$ cat config.mk
export PLATFORM = sky130hd
export DESIGN_NAME = rle_packet_decompressor_top
export DESIGN_NICKNAME = d
export VERILOG_FILES = /design/src/hdl/rpd_pkg.sv /design/src/hdl/rpd_front.sv /design/src/hdl/rpd_queue.sv /design/src/hdl/rpd_back.sv /design/src/hdl/rle_packet_decompressor_top.sv
export SDC_FILE = /design/constraint.sdc
export NUM_CORES = 1
export LEC_CHECK = 0
export BUFFER_PORTS_ARGS = -buffer_cell sky130_fd_sc_hd__buf_4
export CAP_MARGIN = 20
export CORE_MARGIN = 10
export CORE_UTILIZATION = 55
export DETAILED_ROUTE_END_ITERATION = 10
export PLACE_DENSITY = 0.86
export SLEW_MARGIN = 20
export SYNTH_ARGS = -nofsm -noshare
export SYNTH_HDL_FRONTEND = slang
export SYNTH_SLANG_ARGS = --single-unit
$ cat constraint.sdc
create_clock -name clk -period 15.41 [get_ports clk]
set_input_delay 1.541 -clock clk [delete_from_list [all_inputs] [get_ports clk]]
set_output_delay 1.541 -clock clk [all_outputs]
set_load 0.005 [all_outputs]
$ cat src/hdl/rpd_pkg.sv
// ----------------------------------------------------------------------------
// rpd_pkg
// Shared types and constants for the run-length packet decompressor.
// ----------------------------------------------------------------------------
`default_nettype none

package rpd_pkg;

  // Decoder phase of the front end
  typedef enum logic [2:0] {
    PH_HDR_HI,
    PH_HDR_LO,
    PH_CONTROL,
    PH_LITERAL,
    PH_RUNVAL,
    PH_REJECT
  } phase_t;

  // Work kind carried from front to back
  typedef enum logic [1:0] {
    CMD_NONE,
    CMD_LIT,
    CMD_RUN
  } cmd_kind_t;

  // Closing status codes
  localparam logic [1:0] ST_OK    = 2'd0;
  localparam logic [1:0] ST_OVER  = 2'd1;
  localparam logic [1:0] ST_BAD   = 2'd2;
  localparam logic [1:0] ST_SHORT = 2'd3;

  localparam int unsigned POS_W     = 17;
  localparam int unsigned TOTAL_W   = 22;
  localparam logic [POS_W-1:0]   POS_MAX   = '1;
  localparam logic [TOTAL_W-1:0] TOTAL_MAX = '1;

  // Queue between front and back
  localparam int unsigned QDEPTH = 4;
  localparam int unsigned QPTR_W = $clog2(QDEPTH);

  typedef struct packed {
    logic       in_last;
    logic [7:0] in_byte;
  } in_word_t;

  typedef struct packed {
    logic [63:0]        out_bytes;
    logic [3:0]         out_count;
    logic               out_last;
    logic [TOTAL_W-1:0] out_total;
    logic [1:0]         out_status;
  } out_word_t;

  // One queue entry: optional data work, then optional close
  typedef struct packed {
    cmd_kind_t  kind;
    logic [7:0] data;
    logic [6:0] len;
    logic       close;
    logic [1:0] status;
  } cmd_t;

endpackage

`default_nettype wire

$ cat src/hdl/rpd_front.sv
// ----------------------------------------------------------------------------
// rpd_front
// Parses header and control bytes, tracks stream position, and emits one
// command per input byte that has output work or ends the stream.
// ----------------------------------------------------------------------------
`default_nettype none

module rpd_front (
  input  wire logic             clk,
  input  wire logic             rst_n,
  input  wire logic             acc,
  input  wire rpd_pkg::in_word_t in_word,
  output logic                  push,
  output rpd_pkg::cmd_t         cmd
);

  rpd_pkg::phase_t                  phase_r, phase_nxt, ph;
  logic [rpd_pkg::POS_W-1:0]        pos_r, pos_nxt;
  logic [15:0]                      decl_r, decl_nxt, decl_n;
  logic [6:0]                       grp_r, grp_nxt, grp_n;
  logic [6:0]                       run_r, run_nxt, run_n;
  logic                             in_win;
  logic [7:0]                       b;
  logic                             last;

  assign b    = in_word.in_byte;
  assign last = in_word.in_last;
  assign in_win = pos_r < {1'b0, decl_r};

  always_comb begin
    ph     = phase_r;
    decl_n = decl_r;
    grp_n  = grp_r;
    run_n  = run_r;
    cmd    = '0;
    cmd.kind = rpd_pkg::CMD_NONE;
    cmd.data = b;

    case (phase_r)
      rpd_pkg::PH_HDR_HI: begin
        decl_n = {b, 8'h00};
        ph     = rpd_pkg::PH_HDR_LO;
      end
      rpd_pkg::PH_HDR_LO: begin
        decl_n = {decl_r[15:8], b};
        ph = ({decl_r[15:8], b} < 16'd2) ? rpd_pkg::PH_REJECT : rpd_pkg::PH_CONTROL;
      end
      rpd_pkg::PH_CONTROL: begin
        // control byte in the final slot is a no-op
        if (in_win && (pos_r != ({1'b0, decl_r} - 17'd1)) && !last) begin
          if (!b[7]) begin
            grp_n = b[6:0];
            if (b[6:0] != 7'd0) ph = rpd_pkg::PH_LITERAL;
          end else begin
            run_n = b[6:0];
            ph    = rpd_pkg::PH_RUNVAL;
          end
        end
      end
      rpd_pkg::PH_LITERAL: begin
        if (in_win) begin
          cmd.kind = rpd_pkg::CMD_LIT;
          grp_n    = grp_r - 7'd1;
          if (grp_n == 7'd0) ph = rpd_pkg::PH_CONTROL;
        end
      end
      rpd_pkg::PH_RUNVAL: begin
        if (in_win) begin
          if (run_r != 7'd0) begin
            cmd.kind = rpd_pkg::CMD_RUN;
            cmd.len  = run_r;
          end
          run_n = 7'd0;
          ph    = rpd_pkg::PH_CONTROL;
        end
      end
      default: ;
    endcase

    cmd.close  = last;
    cmd.status = rpd_pkg::ST_OK;
    if (last) begin
      if (ph == rpd_pkg::PH_HDR_HI || ph == rpd_pkg::PH_HDR_LO || ph == rpd_pkg::PH_REJECT)
        cmd.status = rpd_pkg::ST_BAD;
      else if ({2'b00, decl_n} > ({1'b0, pos_r} + 18'd1))
        cmd.status = rpd_pkg::ST_OVER;
      else if (ph == rpd_pkg::PH_LITERAL || ph == rpd_pkg::PH_RUNVAL)
        cmd.status = rpd_pkg::ST_SHORT;
    end

    push = acc && ((cmd.kind != rpd_pkg::CMD_NONE) || last);

    phase_nxt = phase_r;
    pos_nxt   = pos_r;
    decl_nxt  = decl_r;
    grp_nxt   = grp_r;
    run_nxt   = run_r;
    if (acc) begin
      if (last) begin
        phase_nxt = rpd_pkg::PH_HDR_HI;
        pos_nxt   = '0;
        decl_nxt  = '0;
        grp_nxt   = '0;
        run_nxt   = '0;
      end else begin
        phase_nxt = ph;
        pos_nxt   = (pos_r == rpd_pkg::POS_MAX) ? pos_r : pos_r + 17'd1;
        decl_nxt  = decl_n;
        grp_nxt   = grp_n;
        run_nxt   = run_n;
      end
    end
  end

  always_ff @(posedge clk) begin
    if (!rst_n) begin
      phase_r <= rpd_pkg::PH_HDR_HI;
      pos_r   <= '0;
      decl_r  <= '0;
      grp_r   <= '0;
      run_r   <= '0;
    end else begin
      phase_r <= phase_nxt;
      pos_r   <= pos_nxt;
      decl_r  <= decl_nxt;
      grp_r   <= grp_nxt;
      run_r   <= run_nxt;
    end
  end

  // an entry without data work must be a close, or the back end would hang
  assert property (@(posedge clk) disable iff (!rst_n)
    (push && cmd.kind == rpd_pkg::CMD_NONE) |-> cmd.close)
    else $error("rpd_front: empty command pushed");

  // literal phase always has bytes left in the group
  assert property (@(posedge clk) disable iff (!rst_n)
    (phase_r == rpd_pkg::PH_LITERAL) |-> (grp_r != 7'd0))
    else $error("rpd_front: literal phase with empty group");

endmodule

`default_nettype wire

$ cat src/hdl/rpd_queue.sv
// ----------------------------------------------------------------------------
// rpd_queue
// Small command FIFO between the parser and the output stage.
// ----------------------------------------------------------------------------
`default_nettype none

module rpd_queue (
  input  wire logic     clk,
  input  wire logic     rst_n,
  input  wire logic     push,
  input  wire rpd_pkg::cmd_t wr_cmd,
  input  wire logic     pop,
  output rpd_pkg::cmd_t rd_cmd,
  output logic          full,
  output logic          empty
);

  rpd_pkg::cmd_t                 mem [rpd_pkg::QDEPTH];
  logic [rpd_pkg::QPTR_W-1:0]    wr_ptr_r, wr_ptr_nxt, rd_ptr_r, rd_ptr_nxt;
  logic [rpd_pkg::QPTR_W:0]      cnt_r, cnt_nxt;

  assign full   = cnt_r == (rpd_pkg::QPTR_W+1)'(rpd_pkg::QDEPTH);
  assign empty  = cnt_r == '0;
  assign rd_cmd = mem[rd_ptr_r];

  always_comb begin
    wr_ptr_nxt = push ? wr_ptr_r + 1'b1 : wr_ptr_r;
    rd_ptr_nxt = pop  ? rd_ptr_r + 1'b1 : rd_ptr_r;
    cnt_nxt    = cnt_r;
    if (push && !pop) cnt_nxt = cnt_r + 1'b1;
    else if (pop && !push) cnt_nxt = cnt_r - 1'b1;
  end

  always_ff @(posedge clk) begin
    if (push) mem[wr_ptr_r] <= wr_cmd;
  end

  always_ff @(posedge clk) begin
    if (!rst_n) begin
      wr_ptr_r <= '0;
      rd_ptr_r <= '0;
      cnt_r    <= '0;
    end else begin
      wr_ptr_r <= wr_ptr_nxt;
      rd_ptr_r <= rd_ptr_nxt;
      cnt_r    <= cnt_nxt;
    end
  end

  assert property (@(posedge clk) disable iff (!rst_n) push |-> !full)
    else $error("rpd_queue: overflow");
  assert property (@(posedge clk) disable iff (!rst_n) pop |-> !empty)
    else $error("rpd_queue: underflow");

endmodule

`default_nettype wire

$ cat src/hdl/rpd_back.sv
// ----------------------------------------------------------------------------
// rpd_back
// Expands queued commands into output words: literals one byte per word,
// runs split into lane-wide chunks, then the closing word with the total.
// ----------------------------------------------------------------------------
`default_nettype none

module rpd_back #(
  parameter int unsigned LANE_BYTES = 8
) (
  input  wire logic         clk,
  input  wire logic         rst_n,
  input  wire rpd_pkg::cmd_t head,
  input  wire logic         q_empty,
  output logic              pop,
  output logic              out_valid,
  input  wire logic         out_stall,
  output rpd_pkg::out_word_t out_data
);

  localparam logic [3:0] LW = 4'(LANE_BYTES);

  rpd_pkg::cmd_t               cur_r, cur_nxt, cur, rest;
  logic                        busy_r, busy_nxt;
  logic                        out_valid_r, out_valid_nxt;
  rpd_pkg::out_word_t          out_data_r, out_data_nxt;
  logic [rpd_pkg::TOTAL_W-1:0] total_r, total_nxt, total_add;
  logic [rpd_pkg::TOTAL_W:0]   sum;
  logic                        cur_ok, fire, done;
  logic [3:0]                  cnt;
  logic [63:0]                 word;

  always_comb begin
    cur    = busy_r ? cur_r : head;
    cur_ok = busy_r || !q_empty;
    fire   = cur_ok && (!out_valid_r || !out_stall);

    rest = cur;
    cnt  = 4'd0;
    case (cur.kind)
      rpd_pkg::CMD_LIT: begin
        cnt       = 4'd1;
        rest.kind = rpd_pkg::CMD_NONE;
      end
      rpd_pkg::CMD_RUN: begin
        cnt       = (cur.len < {3'b000, LW}) ? cur.len[3:0] : LW;
        rest.len  = cur.len - {3'b000, cnt};
        rest.kind = (rest.len == 7'd0) ? rpd_pkg::CMD_NONE : rpd_pkg::CMD_RUN;
      end
      default: begin
        rest.close = 1'b0;
      end
    endcase
    done = (rest.kind == rpd_pkg::CMD_NONE) && !rest.close;

    for (int i = 0; i < 8; i++) begin
      word[8*i +: 8] = (4'(i) < cnt) ? cur.data : 8'h00;
    end

    sum       = {1'b0, total_r} + {19'b0, cnt};
    total_add = (sum > {1'b0, rpd_pkg::TOTAL_MAX}) ? rpd_pkg::TOTAL_MAX
                                                   : sum[rpd_pkg::TOTAL_W-1:0];

    out_data_nxt = out_data_r;
    total_nxt    = total_r;
    busy_nxt     = busy_r;
    cur_nxt      = cur_r;
    pop          = fire && !busy_r;
    if (fire) begin
      busy_nxt = !done;
      cur_nxt  = rest;
      if (cur.kind == rpd_pkg::CMD_NONE) begin
        // closing word reports the running total, then the stream restarts
        out_data_nxt.out_bytes  = '0;
        out_data_nxt.out_count  = 4'd0;
        out_data_nxt.out_last   = 1'b1;
        out_data_nxt.out_total  = total_r;
        out_data_nxt.out_status = cur.status;
        total_nxt = '0;
      end else begin
        out_data_nxt.out_bytes  = word;
        out_data_nxt.out_count  = cnt;
        out_data_nxt.out_last   = 1'b0;
        out_data_nxt.out_total  = total_add;
        out_data_nxt.out_status = rpd_pkg::ST_OK;
        total_nxt = total_add;
      end
    end

    out_valid_nxt = fire ? 1'b1 : (out_valid_r && out_stall);
  end

  always_ff @(posedge clk) begin
    if (!rst_n) begin
      busy_r      <= 1'b0;
      out_valid_r <= 1'b0;
      total_r     <= '0;
    end else begin
      busy_r      <= busy_nxt;
      out_valid_r <= out_valid_nxt;
      total_r     <= total_nxt;
    end
  end

  always_ff @(posedge clk) begin
    out_data_r <= out_data_nxt;
    cur_r      <= cur_nxt;
  end

  assign out_valid = out_valid_r;
  assign out_data  = out_data_r;

  // data words never exceed the lane width and are never empty
  assert property (@(posedge clk) disable iff (!rst_n)
    (out_valid_r && !out_data_r.out_last) |->
      (out_data_r.out_count != 4'd0 && out_data_r.out_count <= LW))
    else $error("rpd_back: bad data word count");

  // total restarts after every closing word
  assert property (@(posedge clk) disable iff (!rst_n)
    (fire && cur.kind == rpd_pkg::CMD_NONE) |=> (total_r == '0))
    else $error("rpd_back: total not cleared after close");

endmodule

`default_nettype wire

$ cat src/hdl/rle_packet_decompressor_top.sv
// ----------------------------------------------------------------------------
// rle_packet_decompressor_top
// Path: an accepted byte is parsed combinationally and written to the command
// queue; the back end expands it into registered output words. Throughput:
// one input byte per cycle while the 4-entry command queue has room; a run of
// L bytes makes ceil(L/LANE_BYTES) words, a literal or the close one word.
// Reset: synchronous active-low rst_n; no clearing pass, ready after reset.
// ----------------------------------------------------------------------------
`default_nettype none

module rle_packet_decompressor_top #(
  parameter int unsigned LANE_BYTES = 8
) (
  input  wire logic          clk,
  input  wire logic          rst_n,
  input  wire logic          in_valid,
  output logic               in_stall,
  input  wire rpd_pkg::in_word_t in_data,
  output logic               out_valid,
  input  wire logic          out_stall,
  output rpd_pkg::out_word_t out_data
);

  rpd_pkg::cmd_t push_cmd, head_cmd;
  logic          push, pop, q_full, q_empty, acc;

  assign in_stall = q_full;
  assign acc      = in_valid && !q_full;

  rpd_front u_front (
    .clk     (clk),
    .rst_n   (rst_n),
    .acc     (acc),
    .in_word (in_data),
    .push    (push),
    .cmd     (push_cmd)
  );

  rpd_queue u_queue (
    .clk    (clk),
    .rst_n  (rst_n),
    .push   (push),
    .wr_cmd (push_cmd),
    .pop    (pop),
    .rd_cmd (head_cmd),
    .full   (q_full),
    .empty  (q_empty)
  );

  rpd_back #(
    .LANE_BYTES (LANE_BYTES)
  ) u_back (
    .clk       (clk),
    .rst_n     (rst_n),
    .head      (head_cmd),
    .q_empty   (q_empty),
    .pop       (pop),
    .out_valid (out_valid),
    .out_stall (out_stall),
    .out_data  (out_data)
  );

endmodule

`default_nettype wire

Word level (Yosys, flattened, before mapping)

Memory sizes are Yosys's and may differ from the RTL's. A register that Yosys moved wholly into a read port is not among the register bits.
Index checks and enable logic that the tools add are counted.

Bits in registers: 194
Bits of input ports: 13
Word-level logic and storage cells: 181
Memories: 1
RAM bits: 80
Output and inout port bits: 95

Memory list:

| memory      | depth | bits a word | rd ports | clocked after Yosys merged registers in | wr ports | line            | source |
|---|---|---|---|---|---|---|---|
| u_queue.mem | 4     | 20          | 1        | 1                                       | 1        | rpd_queue.sv:18 | `rpd_pkg::cmd_t mem [rpd_pkg::QDEPTH];` |

Reductions and logical operators: 51
Add/subtract/negate cells: 10
Equal/unequal tests: 19
$lt $le $gt $ge: 13
Bitwise gates (word level): 8
Muxes and demuxes: 51

Operators by type and width:

| kind                  | count |
|---|---|
| $mux 7                | 12 |
| $mux 22               | 2 |
| $mux 17               | 2 |
| $pmux 16 s2           | 1 |
| $mux 3                | 10 |
| $pmux 7 s2            | 2 |
| $mux 25               | 1 |
| $add 22x4->23         | 1 |
| $gt 23x22->1 const B  | 1 |
| $mux 20               | 1 |
| $add 17x1->18 const B | 1 |
| $gt 16x18->1          | 1 |
| $mux 2                | 9 |
| $reduce_or 2->1       | 9 |
| $add 17x1->17 const B | 1 |
| $eq 17x17->1 const B  | 1 |
| $lt 17x16->1          | 1 |
| $ne 17x17->1          | 1 |
| $sub 16x1->17 const B | 1 |
| $lt 16x2->1 const B   | 1 |
| $lt 3x4->1 const A    | 4 |
| $mux 16               | 1 |
| $pmux 3 s5            | 1 |
| $logic_not 7->1       | 2 |
| other kinds (31)      | 85 |

Depth between registers and ports, before layout

Word-level depth: 12
Gate-level depth with buffers: 19
Gate-level depth less buffers: 16

By module

A second synthesis with hierarchy kept.

Cells, all modules: 1243
Area, all modules: 13939.6 um2

By module, submodules not included:

| module                      | instances | cells each | seq. area each (um2) | area each (um2) |
|---|---|---|---|---|
| rpd_back                    | 1         | 528        | 3873.7               | 6349.8 |
| rpd_front                   | 1         | 567        | 1001.0               | 4245.3 |
| rpd_queue                   | 1         | 147        | 2582.5               | 3330.7 |
| rle_packet_decompressor_top | 1         | 1          | 0.0                  | 13.8 |

Worst setup path after synthesis

Ideal clock, no wire load.

Kind: input-to-reg
Start point: input out_stall
End point: register u_back.total_r[18] (netlist bit)
Required time: 15281 ps
Arrival time: 5724 ps
Setup slack: 9557 ps
Library setup time: 129 ps
Buffers on the path: 1
Stages on the path: 7
Path through: nand2_1 > nand2b_1 > inv_1 > clkbuf_1 > nand3_1 > mux2i_1 > nor2_1

Longest elaborated chain between the ends: 3

Ends and longest elaborated chain:

| element               | line                              | source |
|---|---|---|
| start, declared       | rle_packet_decompressor_top.sv:20 | `input wire logic out_stall,` |
| $logic_not 1->1       | rpd_back.sv:36                    | `fire = cur_ok && (!out_valid_r \|\| !out_stall);` |
| $logic_or 1x1->1      | rpd_back.sv:36                    |  |
| $logic_and 1x1->1     | rpd_back.sv:36                    |  |
| named net u_back.fire | rpd_back.sv:29                    | `logic cur_ok, fire, done;` |
| end signal, assigned  | rpd_back.sv:101                   | `total_r <= total_nxt;` |
| end, declared         | rpd_back.sv:27                    | `logic [rpd_pkg::TOTAL_W-1:0] total_r, total_nxt, total_add;` |

The timed path passes the listed nets, and every way through them passes these cells.
A chain may end at the register's enable or synchronous reset.

==> flow_summary.html <==
<table>
<tr><th>Metric</th><th>Value</th></tr>
<tr><th colspan="2">Layout</th></tr>
<tr><td>FILL cells</td><td>1791</td></tr>
<tr><td>Area occupied by multi-input gates</td><td>5640 µm²</td></tr>
<tr><td>Diodes inserted</td><td>0</td></tr>
<tr><td>Fraction of layout instances using a drive strength above 1</td><td>0.169</td></tr>
<tr><td>Area Overhead vs Synth</td><td>14.0%</td></tr>
<tr><td>Nets</td><td>1386</td></tr>
<tr><td>Flip-flop and latch area</td><td>7460 µm²</td></tr>
<tr><th colspan="2">Synthesis</th></tr>
<tr><td>Count of flip-flops with a built-in enable after synthesis</td><td>193</td></tr>
<tr><td>Post-synthesis async set-or-reset flop share</td><td>0</td></tr>
<tr><td>Post-synthesis adder-cell area fraction</td><td>0.0499</td></tr>
<tr><td>Main combinational cell family by area after synthesis</td><td>simple AND/OR/NAND/NOR gates</td></tr>
<tr><td>Post-synthesis compound-gate area fraction</td><td>0.121</td></tr>
<tr><td>Number of cells produced by synthesis</td><td>~1200</td></tr>
<tr><td>Avg Synthesized Cell Area</td><td>around 11 µm²</td></tr>
<tr><td>Mapped Nets</td><td>roughly 1300</td></tr>
<tr><td>Sequential fraction of the synthesis area</td><td>0.549</td></tr>
<tr><td>Synthesis-stage register bit count</td><td>276</td></tr>
<tr><td>Share of the synthesized area in the top cell type</td><td>0.427</td></tr>
<tr><td>List of most frequent post-synthesis cells</td><td>sky130_fd_sc_hd__edfxtp_1, sky130_fd_sc_hd__nor2_1, sky130_fd_sc_hd__dfxtp_1</td></tr>
<tr><td>Mux contribution to synthesized area</td><td>0.0626</td></tr>
<tr><td>Synthesized-area fraction occupied by and/or/nand/nor cells</td><td>0.154</td></tr>
<tr><td>Leading post-synthesis cells by cell area</td><td>sky130_fd_sc_hd__edfxtp_1, sky130_fd_sc_hd__dfxtp_1, sky130_fd_sc_hd__nor2_1</td></tr>
<tr><td>Synth area leader</td><td>sky130_fd_sc_hd__edfxtp_1</td></tr>
<tr><td>Synthesis Warnings</td><td>0</td></tr>
<tr><td>Area of the mapped netlist</td><td>13600 µm²</td></tr>
<tr><td>Primary flip-flop cell chosen by synthesis mapping</td><td>sky130_fd_sc_hd__edfxtp_1</td></tr>
<tr><td>Unique cell type count in the Yosys netlist</td><td>81</td></tr>
<tr><td>Share of the synthesized netlist area taken by xor and xnor gates</td><td>0.0264</td></tr>
<tr><td>Most instantiated library cell after synthesis</td><td>sky130_fd_sc_hd__edfxtp_1</td></tr>
<tr><th colspan="2">Power</th></tr>
<tr><td>Power per cell area</td><td>170 nW/µm²</td></tr>
<tr><td>Peak supply drop</td><td>between 100 and 150 µV</td></tr>
<tr><td>Total leakage power</td><td>6.04 nW</td></tr>
<tr><th colspan="2">Route</th></tr>
<tr><td>Number of search-and-repair iterations in the first detailed-routing pass</td><td>6</td></tr>
<tr><td>Total wire length</td><td>about 32000 µm</td></tr>
<tr><td>Number of remaining DRC errors</td><td>0</td></tr>
<tr><td>Routed wirelength normalized by instance count</td><td>19.5 µm</td></tr>
<tr><td>First-iteration detailed-routing DRC count</td><td>969</td></tr>
<tr><td>ANT nets after route</td><td>0</td></tr>
<tr><td>Total number of vias</td><td>10109</td></tr>
<tr><td>Via count normalized by instance count</td><td>6.08</td></tr>
<tr><th colspan="2">Min path</th></tr>
<tr><td>WHS Path Cells</td><td>1</td></tr>
<tr><td>Class of the most critical hold timing path</td><td>flip-flop to flip-flop</td></tr>
<tr><th colspan="2">Floorplan</th></tr>
<tr><td>Initial Utilization</td><td>0.558</td></tr>
<tr><td>Height of the die</td><td>177 µm</td></tr>
<tr><td>Core Area</td><td>24300 µm²</td></tr>
<tr><td>IO Pins</td><td>around 110</td></tr>
<tr><td>Width of the die</td><td>177 µm</td></tr>
<tr><td>Die footprint</td><td>31400 µm²</td></tr>
<tr><td>Row Count</td><td>57</td></tr>
<tr><th colspan="2">GRT</th></tr>
<tr><td>Total overflow reported by the global router</td><td>0</td></tr>
<tr><td>Number of antenna violations at the first check in global routing</td><td>0</td></tr>
<tr><td>Vias in the first global route</td><td>9989</td></tr>
<tr><td>Maximum number of pins on one net before global-route repair</td><td>74</td></tr>
<tr><td>Global-route wire length before repair</td><td>52500 µm</td></tr>
<tr><td>Global-route total usage across every layer</td><td>0.204</td></tr>
<tr><th colspan="2">Critical path</th></tr>
<tr><td>Worst setup SP type</td><td>flip-flop</td></tr>
<tr><td>Number of cells on the worst reg-to-reg path</td><td>16</td></tr>
<tr><td>Required time of the critical path</td><td>15710 ps</td></tr>
<tr><td>CP Class</td><td>flip-flop to flip-flop</td></tr>
<tr><td>Flop2flop setup slack</td><td>10080 ps</td></tr>
<tr><td>Maximum fanout encountered on the critical timing path</td><td>20</td></tr>
<tr><td>Critical Path End Type</td><td>flip-flop</td></tr>
<tr><td>Worst endpoint data arrival time</td><td>5630 ps</td></tr>
<tr><th colspan="2">CTS</th></tr>
<tr><td># hold bufs at CTS</td><td>0</td></tr>
<tr><td>Count of H-tree levels built during CTS</td><td>1</td></tr>
<tr><td>CTS tree</td><td>built</td></tr>
<tr><td>Buffer levels on the longest clock path</td><td>3</td></tr>
<tr><td>Clk slew on worst S/H paths</td><td>approximately 60 ps</td></tr>
<tr><td>Later-pin clock latency in the skew report</td><td>roughly 560 ps</td></tr>
<tr><td>Clk root buf</td><td>sky130_fd_sc_hd__clkbuf_16</td></tr>
<tr><td>Buffers inserted during post-CTS setup optimization</td><td>0</td></tr>
<tr><td>Cts bufs inserted</td><td>27</td></tr>
<tr><td>Number of sinks driven by the clock tree</td><td>around 280</td></tr>
<tr><td>Post_cts resized</td><td>0</td></tr>
<tr><th colspan="2">STA</th></tr>
<tr><td>RSZ-0062 raised after global routing</td><td>false</td></tr>
<tr><td>Fin Setup TNS</td><td>0 ps</td></tr>
<tr><td>Share of the clock period used by the worst path after layout</td><td>0.346</td></tr>
<tr><td>Slew at the pin closest to its max-slew limit</td><td>1060 ps</td></tr>
<tr><td>Least setup slack across all paths after layout</td><td>10080 ps</td></tr>
<tr><td>Shortest clock period the worst path allows after layout</td><td>5330 ps</td></tr>
<tr><td>Worst-case clock skew</td><td>between 20 and 30 ps</td></tr>
<tr><td>Final number of hold-violating endpoints</td><td>0</td></tr>
<tr><td>Peak Freq</td><td>0.188 GHz</td></tr>
<tr><td>Pins over their slew limit</td><td>0</td></tr>
<tr><td>Remaining max-slew budget at the tightest pin</td><td>0.294</td></tr>
<tr><td>Number of failing setup endpoints in the final timing report</td><td>0</td></tr>
<tr><th colspan="2">Placed design</th></tr>
<tr><td>Pre-CTS WS</td><td>just over 10000 ps</td></tr>
<tr><td>Detailed placer's ending HPWL</td><td>22300 µm</td></tr>
<tr><td>Port Buffer Count</td><td>107</td></tr>
<tr><td>Weighted congestion reported at the end of routability-driven placement</td><td>0.907</td></tr>
<tr><th colspan="2">Flow run</th></tr>
<tr><td>Max capacitance violation total</td><td>0</td></tr>
<tr><th colspan="2">Status</th></tr>
<tr><td>Status</td><td>finished, final reports clean</td></tr>
</table>
cells by family after synthesis:
family | Yosys count
XOR/XNOR | 41
other | 1
adder cells (fa/ha/maj) | 53
buffers and inverters | 124
AO/OA/AOI/OAI | 248
AND/OR/NAND/NOR | 435
multiplexers | 58
flip-flops | 276
per-stage QoR:
step                       util  cells  cell area (µm²)  power, mW  hold slack, ps
after global placement    0.601   1615            14600       1.96             467
after detailed placement  0.601   1615            14600       1.99             473
final                     0.637   1663            15500       2.64             482
after floorplan               -   1236            13600       1.64             449
after global routing      0.637   1663            15500       2.78             508
after CTS                 0.636   1663            15500       2.65             485
metal layers:
| layer | wire (µm) | track usage | vias up |
|---|---|---|---|
| met5 | 0 | 0 | - |
| met4 | 1130 | 0.0757 | 0 |
| met3 | 2560 | 0.0373 | 76 |
| met2 | 16000 | 0.358 | 439 |
| met1 | 12700 | 0.245 | 4873 |
| li1 | - | - | 4721 |
layout make-up:
type / count / share of cell area
clock buffer: 31 / 0.0453
clock inverter: 17 / 0.0108
inverter: 62 / 0.0152
multi-input combinational: 836 / 0.364
sequential: 276 / 0.482
tap: 324 / 0.0262
timing repair buffer: 117 / 0.0567
worst max-delay path, cell delays in order, from the launching register on:
cell                       delay, ps
sky130_fd_sc_hd__dfxtp_1         940
sky130_fd_sc_hd__mux4_2          420
sky130_fd_sc_hd__mux2i_1         270
sky130_fd_sc_hd__inv_1           120
sky130_fd_sc_hd__ha_1            360
sky130_fd_sc_hd__a31o_2          310
sky130_fd_sc_hd__and2_1          170
sky130_fd_sc_hd__ha_1            220
sky130_fd_sc_hd__fa_1            410
sky130_fd_sc_hd__a21oi_1         140
sky130_fd_sc_hd__o21bai_1        160
sky130_fd_sc_hd__nand2_1         290
sky130_fd_sc_hd__nor3_1          100
sky130_fd_sc_hd__buf_4           200
sky130_fd_sc_hd__nor2_1          590
sky130_fd_sc_hd__nand2_1         150
sky130_fd_sc_hd__o22a_1          230
power by group:
group | switching (mW) | internal, mW
logic | 0.524 | 0.339
registers | 0.0742 | 1.05
clock network | 0.288 | 0.363
total | 0.886 | 1.75
state kept, by name, summed over array words and instances (netlist names), named ones only:
name	cells
u_front.run_r	7
u_back.out_valid	1
u_back.total_r	22
u_queue.rd_ptr_r	2
u_front.grp_r	7
u_back.busy_r	1
u_back.out_data	93
u_front.decl_r	16
u_front.pos_r	17
u_queue.mem	80
u_front.phase_r	3
u_back.cur_r	20
u_queue.cnt_r	3
u_queue.wr_ptr_r	2
cell usage in the layout (no fill, tap or decap), types with 27 or more instances in the layout:
| cell type | n |
|---|---|
| sky130_fd_sc_hd__edfxtp_1 | 193 |
| sky130_fd_sc_hd__nor2_1 | 172 |
| sky130_fd_sc_hd__buf_4 | 117 |
| sky130_fd_sc_hd__dfxtp_1 | 83 |
| sky130_fd_sc_hd__a21oi_1 | 82 |
| sky130_fd_sc_hd__nand2_1 | 81 |
| sky130_fd_sc_hd__inv_1 | 61 |
| sky130_fd_sc_hd__ha_1 | 51 |
| sky130_fd_sc_hd__o21ai_0 | 42 |
| sky130_fd_sc_hd__nand3_1 | 37 |
| sky130_fd_sc_hd__nor3_1 | 34 |
| sky130_fd_sc_hd__clkbuf_16 | 27 |
final timing paths:
path | endpoint | from
setup / recovery | u_back.out_data[13]$_DFFE_PP_ | flip-flop
hold / removal | u_front.grp_r[6]$_SDFFE_PN0P_ | u_front.grp_r[6]$_SDFFE_PN0P_
setup reg to reg | u_back.out_data[13]$_DFFE_PP_ | flip-flop
hold reg to reg | u_front.grp_r[6]$_SDFFE_PN0P_ | u_front.grp_r[6]$_SDFFE_PN0P_
Note: power is estimated with default switching activity, not from simulation.
